$ cat config.mk
export PLATFORM = sky130hd
export DESIGN_NAME = manifest_frame_parser_top_flat
export DESIGN_NICKNAME = d
export VERILOG_FILES = /design/src/mfp_pkg.sv /design/src/mfp_if.sv /design/src/mfp_in_reg.sv /design/src/mfp_parser.sv /design/src/manifest_frame_parser_top.sv /design/src/flat_wrapper.sv
export SDC_FILE = /design/constraint.sdc
export NUM_CORES = 1
export LEC_CHECK = 0
export BUFFER_PORTS_ARGS = -buffer_cell sky130_fd_sc_hd__buf_2
export CORE_UTILIZATION = 55
export CTS_CLUSTER_DIAMETER = 80
export DETAILED_ROUTE_END_ITERATION = 16
export PLACE_DENSITY = 0.76
export REMOVE_ABC_BUFFERS = 1
export SYNTH_ARGS = -nofsm -noshare
export SYNTH_HDL_FRONTEND = slang
export SYNTH_SLANG_ARGS = --single-unit
$ cat constraint.sdc
create_clock -name clk -period 12.3 [get_ports clk]
set_input_delay 1.23 -clock clk [delete_from_list [all_inputs] [get_ports clk]]
set_output_delay 1.23 -clock clk [all_outputs]
set_load 0.02 [all_outputs]
$ cat src/mfp_pkg.sv
`timescale 1ns / 1ps

package mfp_pkg;

	localparam int BYTE_W    = 8;
	localparam int CFG_IDX_W = 1;
	localparam int CFG_W     = 16;
	localparam int COUNT_W   = 17;

	localparam logic [31:0]        HDR_BYTES    = 32'd38;
	localparam logic [COUNT_W-1:0] HDR_LAST_POS = 17'd37;
	localparam logic [COUNT_W-1:0] LEN_LAST_POS = 17'd3;
	localparam logic [31:0]        MAGIC_VALUE  = 32'h5042464d;

	localparam logic [CFG_IDX_W-1:0] REG_EXPECTED_VERSION = 1'b0;
	localparam logic [CFG_IDX_W-1:0] REG_MAX_NAME_LENGTH  = 1'b1;

	localparam logic [15:0] EXPECTED_VERSION_RST = 16'd1;
	localparam logic [15:0] MAX_NAME_LENGTH_RST  = 16'd255;

	localparam logic [2:0] ST_OK            = 3'd0;
	localparam logic [2:0] ST_BAD_LENGTH    = 3'd1;
	localparam logic [2:0] ST_BAD_MAGIC     = 3'd2;
	localparam logic [2:0] ST_BAD_VERSION   = 3'd3;
	localparam logic [2:0] ST_EMPTY_NAME    = 3'd4;
	localparam logic [2:0] ST_NAME_TOO_LONG = 3'd5;
	localparam logic [2:0] ST_LEN_MISMATCH  = 3'd6;
	localparam logic [2:0] ST_ZERO_CHUNK    = 3'd7;

	typedef enum logic [2:0] {
		PH_LENGTH,
		PH_HEADER,
		PH_NAME,
		PH_DRAIN,
		PH_HALT
	} phase_t;

	typedef struct packed {
		logic [15:0] expected_version;
		logic [15:0] max_name_length;
	} mfp_cfg_t;

	typedef struct packed {
		logic              valid;
		logic              kind;
		logic [BYTE_W-1:0] data_byte;
	} mfp_item_t;

	typedef struct packed {
		logic              has_name_byte;
		logic [BYTE_W-1:0] name_byte;
		logic              manifest_end;
		logic [2:0]        status;
		logic [15:0]       version;
		logic [15:0]       name_length;
		logic [63:0]       file_bytes;
		logic [31:0]       chunk_bytes;
		logic [63:0]       chunk_total;
		logic [63:0]       session_tag;
	} mfp_result_t;

endpackage

$ cat src/mfp_if.sv
`timescale 1ns / 1ps

interface mfp_in_if;
	logic                       valid;
	logic                       ready;
	logic                       kind;
	logic [mfp_pkg::BYTE_W-1:0] data_byte;

	modport source (output valid, output kind, output data_byte, input ready);
	modport sink (input valid, input kind, input data_byte, output ready);
endinterface

interface mfp_out_if;
	logic                       valid;
	logic                       ready;
	logic                       has_name_byte;
	logic [mfp_pkg::BYTE_W-1:0] name_byte;
	logic                       manifest_end;
	logic [2:0]                 status;
	logic [15:0]                version;
	logic [15:0]                name_length;
	logic [63:0]                file_bytes;
	logic [31:0]                chunk_bytes;
	logic [63:0]                chunk_total;
	logic [63:0]                session_tag;

	modport source (
		output valid, output has_name_byte, output name_byte, output manifest_end,
		output status, output version, output name_length, output file_bytes,
		output chunk_bytes, output chunk_total, output session_tag, input ready
	);
	modport sink (
		input valid, input has_name_byte, input name_byte, input manifest_end,
		input status, input version, input name_length, input file_bytes,
		input chunk_bytes, input chunk_total, input session_tag, output ready
	);
endinterface

$ cat src/mfp_in_reg.sv
`timescale 1ns / 1ps

module mfp_in_reg (
	input  logic               clk,
	input  logic               arst_n,
	mfp_in_if.sink             in_ch,
	input  logic               take,
	output mfp_pkg::mfp_item_t item
);
	import mfp_pkg::*;

	mfp_item_t item_s1;

	assign in_ch.ready = !item_s1.valid || take;
	assign item        = item_s1;

	always_ff @(posedge clk or negedge arst_n) begin
		if (!arst_n) begin
			item_s1 <= '0;
		end else if (in_ch.valid && in_ch.ready) begin
			item_s1.valid     <= 1'b1;
			item_s1.kind      <= in_ch.kind;
			item_s1.data_byte <= in_ch.data_byte;
		end else if (take) begin
			item_s1.valid <= 1'b0;
		end
	end

endmodule

$ cat src/mfp_parser.sv
`timescale 1ns / 1ps

module mfp_parser (
	input  logic               clk,
	input  logic               arst_n,
	input  mfp_pkg::mfp_cfg_t  cfg,
	input  mfp_pkg::mfp_item_t item,
	output logic               take,
	mfp_out_if.source          out_ch
);
	import mfp_pkg::*;

	phase_t             phase_q, phase_d;
	logic [COUNT_W-1:0] byte_count_q, byte_count_d;
	logic [31:0]        frame_length_q, frame_length_d;
	logic [31:0]        magic_q, magic_d;
	logic [15:0]        version_q, version_d;
	logic [15:0]        name_len_q, name_len_d;
	logic [63:0]        file_bytes_q, file_bytes_d;
	logic [31:0]        chunk_bytes_q, chunk_bytes_d;
	logic [63:0]        chunk_total_q, chunk_total_d;
	logic [63:0]        session_q, session_d;
	logic [2:0]         pending_q, pending_d;

	logic               out_valid_q;
	mfp_result_t        out_q;
	logic               res_valid;
	mfp_result_t        res;

	logic [COUNT_W-1:0] bc_inc;
	logic [31:0]        len_next;
	logic               len_last;
	logic               len_bad;
	logic               hdr_last;
	logic               frame_done;
	logic [2:0]         hdr_status;
	logic [5:0]         pos;
	logic [BYTE_W-1:0]  b;
	logic               run;

	assign take     = item.valid && (!out_valid_q || out_ch.ready);
	assign run      = take && !item.kind;
	assign b        = item.data_byte;
	assign pos      = byte_count_q[5:0];
	assign bc_inc   = byte_count_q + 17'd1;
	assign len_next = {frame_length_q[23:0], b};
	assign len_last = byte_count_q == LEN_LAST_POS;
	assign len_bad  = (len_next < HDR_BYTES) ||
		(len_next > HDR_BYTES + {16'd0, cfg.max_name_length});
	assign hdr_last   = byte_count_q == HDR_LAST_POS;
	assign frame_done = {15'd0, bc_inc} >= frame_length_q;

	always_comb begin
		if (magic_q != MAGIC_VALUE) begin
			hdr_status = ST_BAD_MAGIC;
		end else if (version_q != cfg.expected_version) begin
			hdr_status = ST_BAD_VERSION;
		end else if (name_len_q == 16'd0) begin
			hdr_status = ST_EMPTY_NAME;
		end else if (name_len_q > cfg.max_name_length) begin
			hdr_status = ST_NAME_TOO_LONG;
		end else if (HDR_BYTES + {16'd0, name_len_q} != frame_length_q) begin
			hdr_status = ST_LEN_MISMATCH;
		end else if (chunk_bytes_q == 32'd0) begin
			hdr_status = ST_ZERO_CHUNK;
		end else begin
			hdr_status = ST_OK;
		end
	end

	// next state
	always_comb begin
		phase_d        = phase_q;
		byte_count_d   = byte_count_q;
		frame_length_d = frame_length_q;
		magic_d        = magic_q;
		version_d      = version_q;
		name_len_d     = name_len_q;
		file_bytes_d   = file_bytes_q;
		chunk_bytes_d  = chunk_bytes_q;
		chunk_total_d  = chunk_total_q;
		session_d      = session_q;
		pending_d      = pending_q;
		if (take && item.kind) begin
			phase_d        = PH_LENGTH;
			byte_count_d   = '0;
			frame_length_d = '0;
			magic_d        = '0;
			version_d      = '0;
			name_len_d     = '0;
			file_bytes_d   = '0;
			chunk_bytes_d  = '0;
			chunk_total_d  = '0;
			session_d      = '0;
			pending_d      = ST_OK;
		end else if (run) begin
			case (phase_q)
				PH_LENGTH: begin
					frame_length_d = len_next;
					if (len_last) begin
						byte_count_d = '0;
						phase_d      = len_bad ? PH_HALT : PH_HEADER;
					end else begin
						byte_count_d = bc_inc;
					end
				end
				PH_HEADER: begin
					byte_count_d = bc_inc;
					if (pos inside {[6'd0:6'd3]}) begin
						magic_d = {magic_q[23:0], b};
					end else if (pos inside {[6'd4:6'd5]}) begin
						version_d = {version_q[7:0], b};
					end else if (pos inside {[6'd6:6'd7]}) begin
						name_len_d = {name_len_q[7:0], b};
					end else if (pos inside {[6'd8:6'd15]}) begin
						file_bytes_d = {file_bytes_q[55:0], b};
					end else if (pos inside {[6'd16:6'd19]}) begin
						chunk_bytes_d = {chunk_bytes_q[23:0], b};
					end else if (pos inside {[6'd20:6'd27]}) begin
						chunk_total_d = {chunk_total_q[55:0], b};
					end else if (pos inside {[6'd28:6'd35]}) begin
						session_d = {session_q[55:0], b};
					end
					if (hdr_last) begin
						pending_d = hdr_status;
						if (hdr_status == ST_OK) begin
							phase_d = PH_NAME;
						end else if (frame_done) begin
							phase_d = PH_LENGTH;
						end else begin
							phase_d = PH_DRAIN;
						end
					end
				end
				PH_NAME, PH_DRAIN: begin
					byte_count_d = bc_inc;
					if (frame_done) begin
						phase_d = PH_LENGTH;
					end
				end
				default: begin
				end
			endcase
			if (phase_d == PH_LENGTH && phase_q != PH_LENGTH) begin
				byte_count_d   = '0;
				frame_length_d = '0;
				magic_d        = '0;
				version_d      = '0;
				name_len_d     = '0;
				file_bytes_d   = '0;
				chunk_bytes_d  = '0;
				chunk_total_d  = '0;
				session_d      = '0;
				pending_d      = ST_OK;
			end
		end
	end

	// result
	always_comb begin
		res_valid = 1'b0;
		res       = '0;
		if (run) begin
			case (phase_q)
				PH_LENGTH: begin
					if (len_last && len_bad) begin
						res_valid        = 1'b1;
						res.manifest_end = 1'b1;
						res.status       = ST_BAD_LENGTH;
					end
				end
				PH_HEADER: begin
					if (hdr_last && hdr_status != ST_OK && frame_done) begin
						res_valid = 1'b1;
						res.manifest_end = 1'b1;
						res.status       = hdr_status;
					end
				end
				PH_NAME: begin
					res_valid         = 1'b1;
					res.has_name_byte = 1'b1;
					res.name_byte     = b;
					if (frame_done) begin
						res.manifest_end = 1'b1;
						res.status       = ST_OK;
					end
				end
				PH_DRAIN: begin
					if (frame_done) begin
						res_valid        = 1'b1;
						res.manifest_end = 1'b1;
						res.status       = pending_q;
					end
				end
				default: begin
				end
			endcase
			if (res.manifest_end && phase_q != PH_LENGTH) begin
				res.version     = version_q;
				res.name_length = name_len_q;
				res.file_bytes  = file_bytes_q;
				res.chunk_bytes = chunk_bytes_q;
				res.chunk_total = chunk_total_q;
				res.session_tag = session_q;
			end
		end
	end

	always_ff @(posedge clk or negedge arst_n) begin
		if (!arst_n) begin
			phase_q        <= PH_LENGTH;
			byte_count_q   <= '0;
			frame_length_q <= '0;
			magic_q        <= '0;
			version_q      <= '0;
			name_len_q     <= '0;
			file_bytes_q   <= '0;
			chunk_bytes_q  <= '0;
			chunk_total_q  <= '0;
			session_q      <= '0;
			pending_q      <= ST_OK;
			out_valid_q    <= 1'b0;
		end else begin
			phase_q        <= phase_d;
			byte_count_q   <= byte_count_d;
			frame_length_q <= frame_length_d;
			magic_q        <= magic_d;
			version_q      <= version_d;
			name_len_q     <= name_len_d;
			file_bytes_q   <= file_bytes_d;
			chunk_bytes_q  <= chunk_bytes_d;
			chunk_total_q  <= chunk_total_d;
			session_q      <= session_d;
			pending_q      <= pending_d;
			if (take) begin
				out_valid_q <= res_valid;
			end else if (out_ch.ready) begin
				out_valid_q <= 1'b0;
			end
		end
	end

	always_ff @(posedge clk) begin
		if (take) begin
			out_q <= res;
		end
	end

	assign out_ch.valid         = out_valid_q;
	assign out_ch.has_name_byte = out_q.has_name_byte;
	assign out_ch.name_byte     = out_q.name_byte;
	assign out_ch.manifest_end  = out_q.manifest_end;
	assign out_ch.status        = out_q.status;
	assign out_ch.version       = out_q.version;
	assign out_ch.name_length   = out_q.name_length;
	assign out_ch.file_bytes    = out_q.file_bytes;
	assign out_ch.chunk_bytes   = out_q.chunk_bytes;
	assign out_ch.chunk_total   = out_q.chunk_total;
	assign out_ch.session_tag   = out_q.session_tag;

endmodule

$ cat src/manifest_frame_parser_top.sv
`timescale 1ns / 1ps

// Manifest frame parser: one received byte per input transaction, one byte per clock
// sustained. Each transaction passes an input register and one parse step into the
// result register, which loads a result as its byte leaves the input register;
// input and output are decoupled by those registers and stall only when the result
// register is full and not taken. A frame is a 4-byte big-endian length, a 38-byte
// header and the file name. Name bytes are emitted only for a header that passes all
// checks; the last name byte carries the closing status and header fields. A failed
// header drains the rest of the frame silently and closes on its last byte. A bad
// length prefix closes with status 1 and halts parsing until a restart transaction
// (kind 1), which gives no result. Write configuration registers only while the block
// is idle.
module manifest_frame_parser_top (
	input  logic                             clk,
	input  logic                             arst_n,
	input  logic                             cfg_we,
	input  logic [mfp_pkg::CFG_IDX_W-1:0]    cfg_index,
	input  logic [mfp_pkg::CFG_W-1:0]        cfg_data,
	mfp_in_if.sink                           in_ch,
	mfp_out_if.source                        out_ch
);
	import mfp_pkg::*;

	mfp_cfg_t  cfg_q;
	mfp_item_t item;
	logic      take;

	always_ff @(posedge clk or negedge arst_n) begin
		if (!arst_n) begin
			cfg_q.expected_version <= EXPECTED_VERSION_RST;
			cfg_q.max_name_length  <= MAX_NAME_LENGTH_RST;
		end else if (cfg_we) begin
			case (cfg_index)
				REG_EXPECTED_VERSION: cfg_q.expected_version <= cfg_data;
				REG_MAX_NAME_LENGTH:  cfg_q.max_name_length  <= cfg_data;
				default: begin
				end
			endcase
		end
	end

	mfp_in_reg u_in_reg (
		.clk    (clk),
		.arst_n (arst_n),
		.in_ch  (in_ch),
		.take   (take),
		.item   (item)
	);

	mfp_parser u_parser (
		.clk    (clk),
		.arst_n (arst_n),
		.cfg    (cfg_q),
		.item   (item),
		.take   (take),
		.out_ch (out_ch)
	);

	a_restart_silent: assert property (@(posedge clk) disable iff (!arst_n)
		take && item.kind |=> !out_ch.valid)
		else $error("restart transaction produced a result");

	a_open_is_name: assert property (@(posedge clk) disable iff (!arst_n)
		out_ch.valid && !out_ch.manifest_end |->
		out_ch.has_name_byte && out_ch.status == ST_OK)
		else $error("non-closing result without a name byte");

	a_name_zero: assert property (@(posedge clk) disable iff (!arst_n)
		out_ch.valid && !out_ch.has_name_byte |-> out_ch.name_byte == '0)
		else $error("name byte set without has_name_byte");

	a_bad_len_fields: assert property (@(posedge clk) disable iff (!arst_n)
		out_ch.valid && out_ch.status == ST_BAD_LENGTH |->
		out_ch.version == '0 && out_ch.file_bytes == '0 && out_ch.session_tag == '0 &&
		!out_ch.has_name_byte)
		else $error("bad length result carries header fields");

endmodule
$ cat src/flat_wrapper.sv
// flat-port wrapper written by rule: the top's interface ports become plain ports
module manifest_frame_parser_top_flat import mfp_pkg::*;
  (clk, arst_n, cfg_we, cfg_index, cfg_data, in_ch_valid, in_ch_kind, in_ch_data_byte, in_ch_ready, out_ch_valid, out_ch_has_name_byte, out_ch_name_byte, out_ch_manifest_end, out_ch_status, out_ch_version, out_ch_name_length, out_ch_file_bytes, out_ch_chunk_bytes, out_ch_chunk_total, out_ch_session_tag, out_ch_ready);
  mfp_in_if in_ch_i ();
  mfp_out_if out_ch_i ();
  input  logic clk;
  input  logic arst_n;
  input  logic cfg_we;
  input  logic [mfp_pkg::CFG_IDX_W-1:0] cfg_index;
  input  logic [mfp_pkg::CFG_W-1:0] cfg_data;
  input wire logic [$bits(in_ch_i.valid)-1:0] in_ch_valid;
  input wire logic [$bits(in_ch_i.kind)-1:0] in_ch_kind;
  input wire logic [$bits(in_ch_i.data_byte)-1:0] in_ch_data_byte;
  output wire logic [$bits(in_ch_i.ready)-1:0] in_ch_ready;
  output wire logic [$bits(out_ch_i.valid)-1:0] out_ch_valid;
  output wire logic [$bits(out_ch_i.has_name_byte)-1:0] out_ch_has_name_byte;
  output wire logic [$bits(out_ch_i.name_byte)-1:0] out_ch_name_byte;
  output wire logic [$bits(out_ch_i.manifest_end)-1:0] out_ch_manifest_end;
  output wire logic [$bits(out_ch_i.status)-1:0] out_ch_status;
  output wire logic [$bits(out_ch_i.version)-1:0] out_ch_version;
  output wire logic [$bits(out_ch_i.name_length)-1:0] out_ch_name_length;
  output wire logic [$bits(out_ch_i.file_bytes)-1:0] out_ch_file_bytes;
  output wire logic [$bits(out_ch_i.chunk_bytes)-1:0] out_ch_chunk_bytes;
  output wire logic [$bits(out_ch_i.chunk_total)-1:0] out_ch_chunk_total;
  output wire logic [$bits(out_ch_i.session_tag)-1:0] out_ch_session_tag;
  input wire logic [$bits(out_ch_i.ready)-1:0] out_ch_ready;
  assign in_ch_i.valid = in_ch_valid;
  assign in_ch_i.kind = in_ch_kind;
  assign in_ch_i.data_byte = in_ch_data_byte;
  assign in_ch_ready = in_ch_i.ready;
  assign out_ch_valid = out_ch_i.valid;
  assign out_ch_has_name_byte = out_ch_i.has_name_byte;
  assign out_ch_name_byte = out_ch_i.name_byte;
  assign out_ch_manifest_end = out_ch_i.manifest_end;
  assign out_ch_status = out_ch_i.status;
  assign out_ch_version = out_ch_i.version;
  assign out_ch_name_length = out_ch_i.name_length;
  assign out_ch_file_bytes = out_ch_i.file_bytes;
  assign out_ch_chunk_bytes = out_ch_i.chunk_bytes;
  assign out_ch_chunk_total = out_ch_i.chunk_total;
  assign out_ch_session_tag = out_ch_i.session_tag;
  assign out_ch_i.ready = out_ch_ready;
  manifest_frame_parser_top u_core (.clk(clk), .arst_n(arst_n), .cfg_we(cfg_we), .cfg_index(cfg_index), .cfg_data(cfg_data), .in_ch(in_ch_i), .out_ch(out_ch_i));
endmodule
# [Word-level counts from Yosys, hierarchy flattened]
# Index checks and enable logic that the tools add are counted.
# W data, S select, Z words.
[word_totals] word_cells=225 output_inout_bits=271 regBits=655 input_bits=31
[classes] muxes=103 n_reduce_logical=59 bitwise=1 order_cmp=18 n_eq_ne=14 add_sub_neg=3
[op_table] op="$mux W64" count=29
[op_table] op="$mux W32" count=18
[op_table] op="$mux W16" count=13
[op_table] op="$mux W17" count=4
[op_table] op="$mux W3" count=19
[op_table] op="$reduce_bool A3 Y1" count=12
[op_table] op="$add A6 B16 Y17 const A" count=2
[op_table] op="$pmux W17 S2" count=1
[op_table] op="$ge A17 B32 Y1" count=1
[op_table] op="$gt A32 B17 Y1" count=1
[op_table] op="$logic_not A32 Y1" count=1
[op_table] op="$lt A32 B6 Y1 const B" count=1
[op_table] op="$ne A17 B32 Y1" count=1
[op_table] op="$ne A32 B31 Y1 const B" count=1
[op_table] op="$mux W4" count=5
[op_table] op="$ge A6 B5 Y1 const B" count=3
[op_table] op="$ne A3 B2 Y1 const B" count=6
[op_table] op="$add A17 B1 Y17 const B" count=1
[op_table] op="$eq A17 B2 Y1 const B" count=1
[op_table] op="$eq A17 B6 Y1 const B" count=1
[op_table] op="$gt A16 B16 Y1" count=1
[op_table] op="$logic_and A1 B1 Y1" count=16
[op_table] op="$logic_not A16 Y1" count=1
[op_table] op="$ne A16 B16 Y1" count=1
[op_table] op="other kinds (32)" count=58

# [Logic depth before layout (Yosys ltp)]
[logic_depth] word_depth=18 depth_mapped=19 mapped_depth_nobuf=17

# [Hierarchy]
# From an unflattened synthesis, not the netlist that was laid out.
[unflattened] cells_unflattened=1945 hier_area_um2=27304.9
[modules_own_cells] module="mfp_parser" cells_per_inst=1854 area_each_um2=25615.8 seq_area_each_um2=16686.0 instances=1
[modules_own_cells] module="manifest_frame_parser_top" cells_per_inst=69 area_each_um2=1263.7 seq_area_each_um2=812.0 instances=1
[modules_own_cells] module="mfp_in_reg" cells_per_inst=22 area_each_um2=425.4 seq_area_each_um2=250.2 instances=1

# [Worst setup path after synthesis]
# No wires, ideal clock.
[synth_path] kind="in2reg" from="input out_ch_ready" to="register u_core.u_parser.byte_count_q[12]" required_time_ns=12.172 n_path_buf=2 setup_slack_ns=0.489 setup_ns=0.128 arrival_ns=11.683 stages=8 path_cell_list="nand2b_1 -> nand2_1 -> clkinv_1 -> buf_1 -> o21ai_1 -> clkbuf_1 -> o21ai_0 -> o31ai_1"
[synth_between] elab_chain_cells=5 word_cells_on_any_way=8 classes_between="1 x mux; 7 x reduce/logical"
[synth_lines] item="from (decl)" line_no="flat_wrapper.sv:26" rtl="input wire logic [$bits(out_ch_i.ready)-1:0] out_ch_ready;"
[synth_lines] item="$logic_or A1 B1 Y1 (*)" line_no="mfp_parser.sv:41" rtl="assign take = item.valid && (!out_valid_q || out_ch.ready);"
[synth_lines] item="$logic_and A1 B1 Y1 (*)" line_no="mfp_parser.sv:41"
[synth_lines] item="net u_core.take" line_no="manifest_frame_parser_top.sv:27" rtl="logic take;"
[synth_lines] item="$logic_and A1 B1 Y1 (on tied branches)" line_no="mfp_parser.sv:84, mfp_parser.sv:42"
[synth_lines] item="$reduce_bool A4 Y1 (no source line) / $reduce_bool A2 Y1 (equally long branches)"
[synth_lines] item="$reduce_and A2 Y1 (no source line)"
[synth_lines] item="to (signal assigned)" line_no="mfp_parser.sv:225" rtl="byte_count_q <= byte_count_d;"
[synth_lines] item="to (decl)" line_no="mfp_parser.sv:14" rtl="logic [COUNT_W-1:0] byte_count_q, byte_count_d;"
# Mark *: on every way through the listed nets, which the timed path passes. The rest lies on a longest branch.
# A chain may end at the register's enable or synchronous reset.

# [Worst setup path in the final report]
[layout_path] from="register u_core.cfg_q[1] (netlist bit)" to="register u_core.u_parser.out_q, in the netlist u_core.u_parser.out_ch.chunk_total[5], data pin"
[layout_between] elab_chain_cells=13 word_cells_on_any_way=18 classes_between="1 x add/sub; 2 x order compare; 8 x mux; 7 x reduce/logical"
[layout_lines] item="from (decl)" line_no="manifest_frame_parser_top.sv:25" rtl="mfp_cfg_t cfg_q;"
[layout_lines] item="branches (longest 9 deep; another with $gt A32 B17 Y1)"
[layout_lines] item="$pmux W4 S4 (*)" line_no="mfp_parser.sv:164" rtl="case (phase_q)"
[layout_lines] item="$mux W4 (*)" line_no="mfp_parser.sv:163" rtl="if (run) begin"
[layout_lines] item="$logic_and A1 B1 Y1 (*)" line_no="mfp_parser.sv:198" rtl="if (res.manifest_end && phase_q != PH_LENGTH) begin"
[layout_lines] item="$reduce_and A2 Y1 (no source line) (*)"
[layout_lines] item="to (signal assigned)" line_no="mfp_parser.sv:245" rtl="out_q <= res;"
[layout_lines] item="to (decl)" line_no="mfp_parser.sv:26" rtl="mfp_result_t out_q;"
# Mark *: on every way between the ends. The select of a mux whose other input is x is not followed.

==> flow_metrics.env <==
export IMPL_firstDrtPassIters=7
export IMPL_max_slew_margin_pct=11.7
export IMPL_final_cell_mix="377 x dfrtp_1, 334 x a22o_1, 300 x buf_2"
export IMPL_cpLargestDelayFamily="simple AND/OR/NAND/NOR gates"
export IMPL_clock_sinks=655
export IMPL_p_comb_share_pct=10.4
export IMPL_overflow=0
export IMPL_seq_area_frac_synth_pct=65.6
export IMPL_initial_core_util_pct=56.2
export IMPL_max_cap_viol_count=0
export IMPL_status="finished, final reports clean"
export IMPL_leakage_nw=14.1
export IMPL_synthArstFlopShare_pct=58.9
export IMPL_max_freq_mhz=182
export IMPL_core_area_um2=48100
export IMPL_rows=80
export IMPL_timing_worst_setup_path_type="reg2reg"
export IMPL_vias=17436
export IMPL_finalCritPeriodShare_pct=44.7
export IMPL_utilization_pct=64.7
export IMPL_io_pins=302
export IMPL_cts_max_level=3
export IMPL_clk_path_buf_depth=3
export IMPL_cts_root_buffer="clkbuf_16"
export IMPL_die_y_um=224
export IMPL_crit_arrival_ns=5.95
export IMPL_syn_area_um2=27100
export IMPL_tightestPinTransition_ns=1.32
export IMPL_cts_buffers=66
export IMPL_path_cells="inv_1, ha_1, nor3_1, nor2_1, nor2_1, nand4_1, nor3_1, xnor2_1, ha_1, nand4_1, a2111oi_0, a21oi_1, o21ai_0, nand2_1, a211oi_4, buf_4, buf_4, and2_1"
export IMPL_fin_area_um2=31100
export IMPL_power_switching_w=0.00127
export IMPL_die_area_um2=50100
export IMPL_mostFrequentLayoutCell="dfrtp_1"
export IMPL_slew_violations=0
export IMPL_drtIter0Drc=1476
export IMPL_cts_resized=0
export IMPL_setup_viol=0
export IMPL_portBuffers=301
export IMPL_placed_area_um2=29100
export IMPL_syn_avg_cell_area_um2=13.8
export IMPL_rsz0062_at_grt="false"
export IMPL_dpl_hpwl_um=39400
export IMPL_ir_worst_vdd_v=0.000115
export IMPL_hold_violations=0
export IMPL_hold_ws_ns=0.489
export IMPL_drcViolationCount=0
export IMPL_antenna_found_initial=2
export IMPL_crit_path_start_kind="register"
export IMPL_grt_first_pass_wirelength_um=97800
export IMPL_antenna_cells=0
export IMPL_post_cts_buffers=0
export IMPL_synth_edf_count=269
export IMPL_clkTransAtPathRegs_ns=0.06
export IMPL_p_int_w=0.00366
export IMPL_die_w_um=224
export IMPL_globalplace_congestion=0.902
export IMPL_grt_max_degree=198
export IMPL_synthFlopType="dfrtp_1"
export IMPL_routed_wl_um=62400
export IMPL_final_cell_count_no_fill=2938
export IMPL_cp_required_ns=12.75
export IMPL_seq_power_share_pct=50.2
export IMPL_slowest_delay_ns=0.76
export IMPL_ctsHoldBuffers=0
export IMPL_slowest_stage="buf_4"
export IMPL_ys_types=69
export IMPL_nets=2314
export IMPL_period_needed_ns=5.50
export IMPL_hp_class="reg2reg"
export IMPL_via_per_inst=5.93
export IMPL_grt_pass1_vias=17140
export IMPL_endpoint_kind="register"
export IMPL_syn_inst=1956
export IMPL_drive_gt1_share_pct=21.4
export IMPL_insertion_delay_ns=0.60
export IMPL_fin_skew_ns=0.0246
export IMPL_grt_total_usage_pct=25.1
export IMPL_power_share_clock_pct=39.4
export IMPL_area_delta_synth_final_pct=15.1
export IMPL_swShare_pct=25.7
export IMPL_avgRoutedWirePerCell_um=21.2
export IMPL_power_density_nw_per_um2=158
export IMPL_ant_nets=0
export IMPL_worst_path_buf_inv=3
export IMPL_place_inst=2816
export IMPL_crit_fanout=107
export IMPL_ys_ff_latch=655
export IMPL_total_power_w=0.00493
export IMPL_fill_cells=3517
export IMPL_ys_warn_count=0
export IMPL_cts_tree="built"
cells by family (layout without fill, tap and decap cells):
group | after synthesis | count (layout) | synth area share [%]
buffers and inverters | 167 | 493 | 2.81
AOI/OAI and AO/OA | 459 | 459 | 14.2
adders and majority gates | 55 | 55 | 2.54
xor gates and xnor gates | 64 | 64 | 2.07
and+or+nand+nor | 515 | 515 | 11.1
muxes | 41 | 41 | 1.71
DFF | 655 | 655 | 65.6
per-layer routing:
metal	wire (um)	GRT usage [%]	vias up	part of all wire, %
li1	-	-	7831	-
met1	27800	36.3	8895	45
met2	29300	38.5	604	47
met3	3690	4.51	102	5.9
met4	1510	8.93	4	2.4
met5	23	0	-	0.037
registers in the layout, summed over array words and instances, names as in the netlist, 64 cells and up:
signal and flops:
u_core.u_parser.chunk_total_q 64, u_core.u_parser.file_bytes_q 64, u_core.u_parser.out_ch.chunk_total 64, u_core.u_parser.out_ch.file_bytes 64, u_core.u_parser.out_ch.session_tag 64, u_core.u_parser.session_q 64
power by group through the flow:
stage               registers (W)  logic [W]  clock network (W)
finish                    0.00248   0.000513            0.00194
global placement          0.00251   0.000495                  0
floorplan                 0.00253   0.000296                  0
detailed placement        0.00252   0.000509                  0
CTS                       0.00247   0.000512            0.00198
global route              0.00248   0.000564            0.00206
cell usage after synthesis (7+ instances only):
library cell	number	area, um2
nor2b_1	7	43.8
nor3_1	19	95.1
clkbuf_1	75	282
nand2_1	49	184
ha_1	55	688
nand3_1	23	115
nor2_1	44	165
and2_1	268	1680
edfxtp_1	269	8080
a22o_1	334	2930
nand4_1	29	181
buf_6	12	135
dfrtp_1	377	9430
dfstp_2	9	236
and3_1	12	75.1
xor2_1	13	114
xnor2_1	51	447
buf_2	25	125
a21o_1	9	67.6
mux2_2	41	462
a21oi_1	27	135
inv_1	47	176
o21ai_0	25	125
nand2b_1	7	43.8
or3_1	7	43.8
nor4_1	26	163
area by class of cell:
type,instances,area [um2],share of cell area [%]
Clock inverter,26,249,0.799
Multi-Input combinational cell,1134,8610,27.6
Tap cell,656,821,2.64
Inverter,48,188,0.603
Timing Repair Buffer,323,1690,5.44
Clock buffer,96,1840,5.89
Sequential cell,655,17700,57.0
stage by stage:
step | setup WS, ns | TNS, ns
detailed placement | 6.87 | 0
global route | 6.32 | 0
finish | 6.80 | 0
CTS | 6.77 | 0
floorplan | -1.11 | -71.13
global placement | 7.11 | 0
tightest hold or removal path, cell delays in order (launching register included):
cell and delay (ns):
dfrtp_1 0.34, nand2_1 0.05, o21ai_0 0.06
final timing paths:
kind / endpoint / slack, ns / startpoint / cells after the start
worst max-delay path: u_core.u_parser.out_ch.chunk_total[5] / 6.80 / u_core.cfg_q[1] / 18
worst min-delay path: u_core.u_parser.pending_q[2] / 0.49 / u_core.u_parser.pending_q[2] / 2
worst max register to register: u_core.u_parser.out_ch.chunk_total[5] / 6.80 / u_core.cfg_q[1] / 18
worst min register to register: u_core.u_parser.pending_q[2] / 0.49 / u_core.u_parser.pending_q[2] / 2
max in group asynchronous: u_core.u_parser.chunk_total_q[28] / 9.29 / arst_n / 3
min in group asynchronous: u_core.u_parser.session_q[49] / 0.74 / arst_n / 1
No activity file was read; power rests on OpenSTA's default activity.
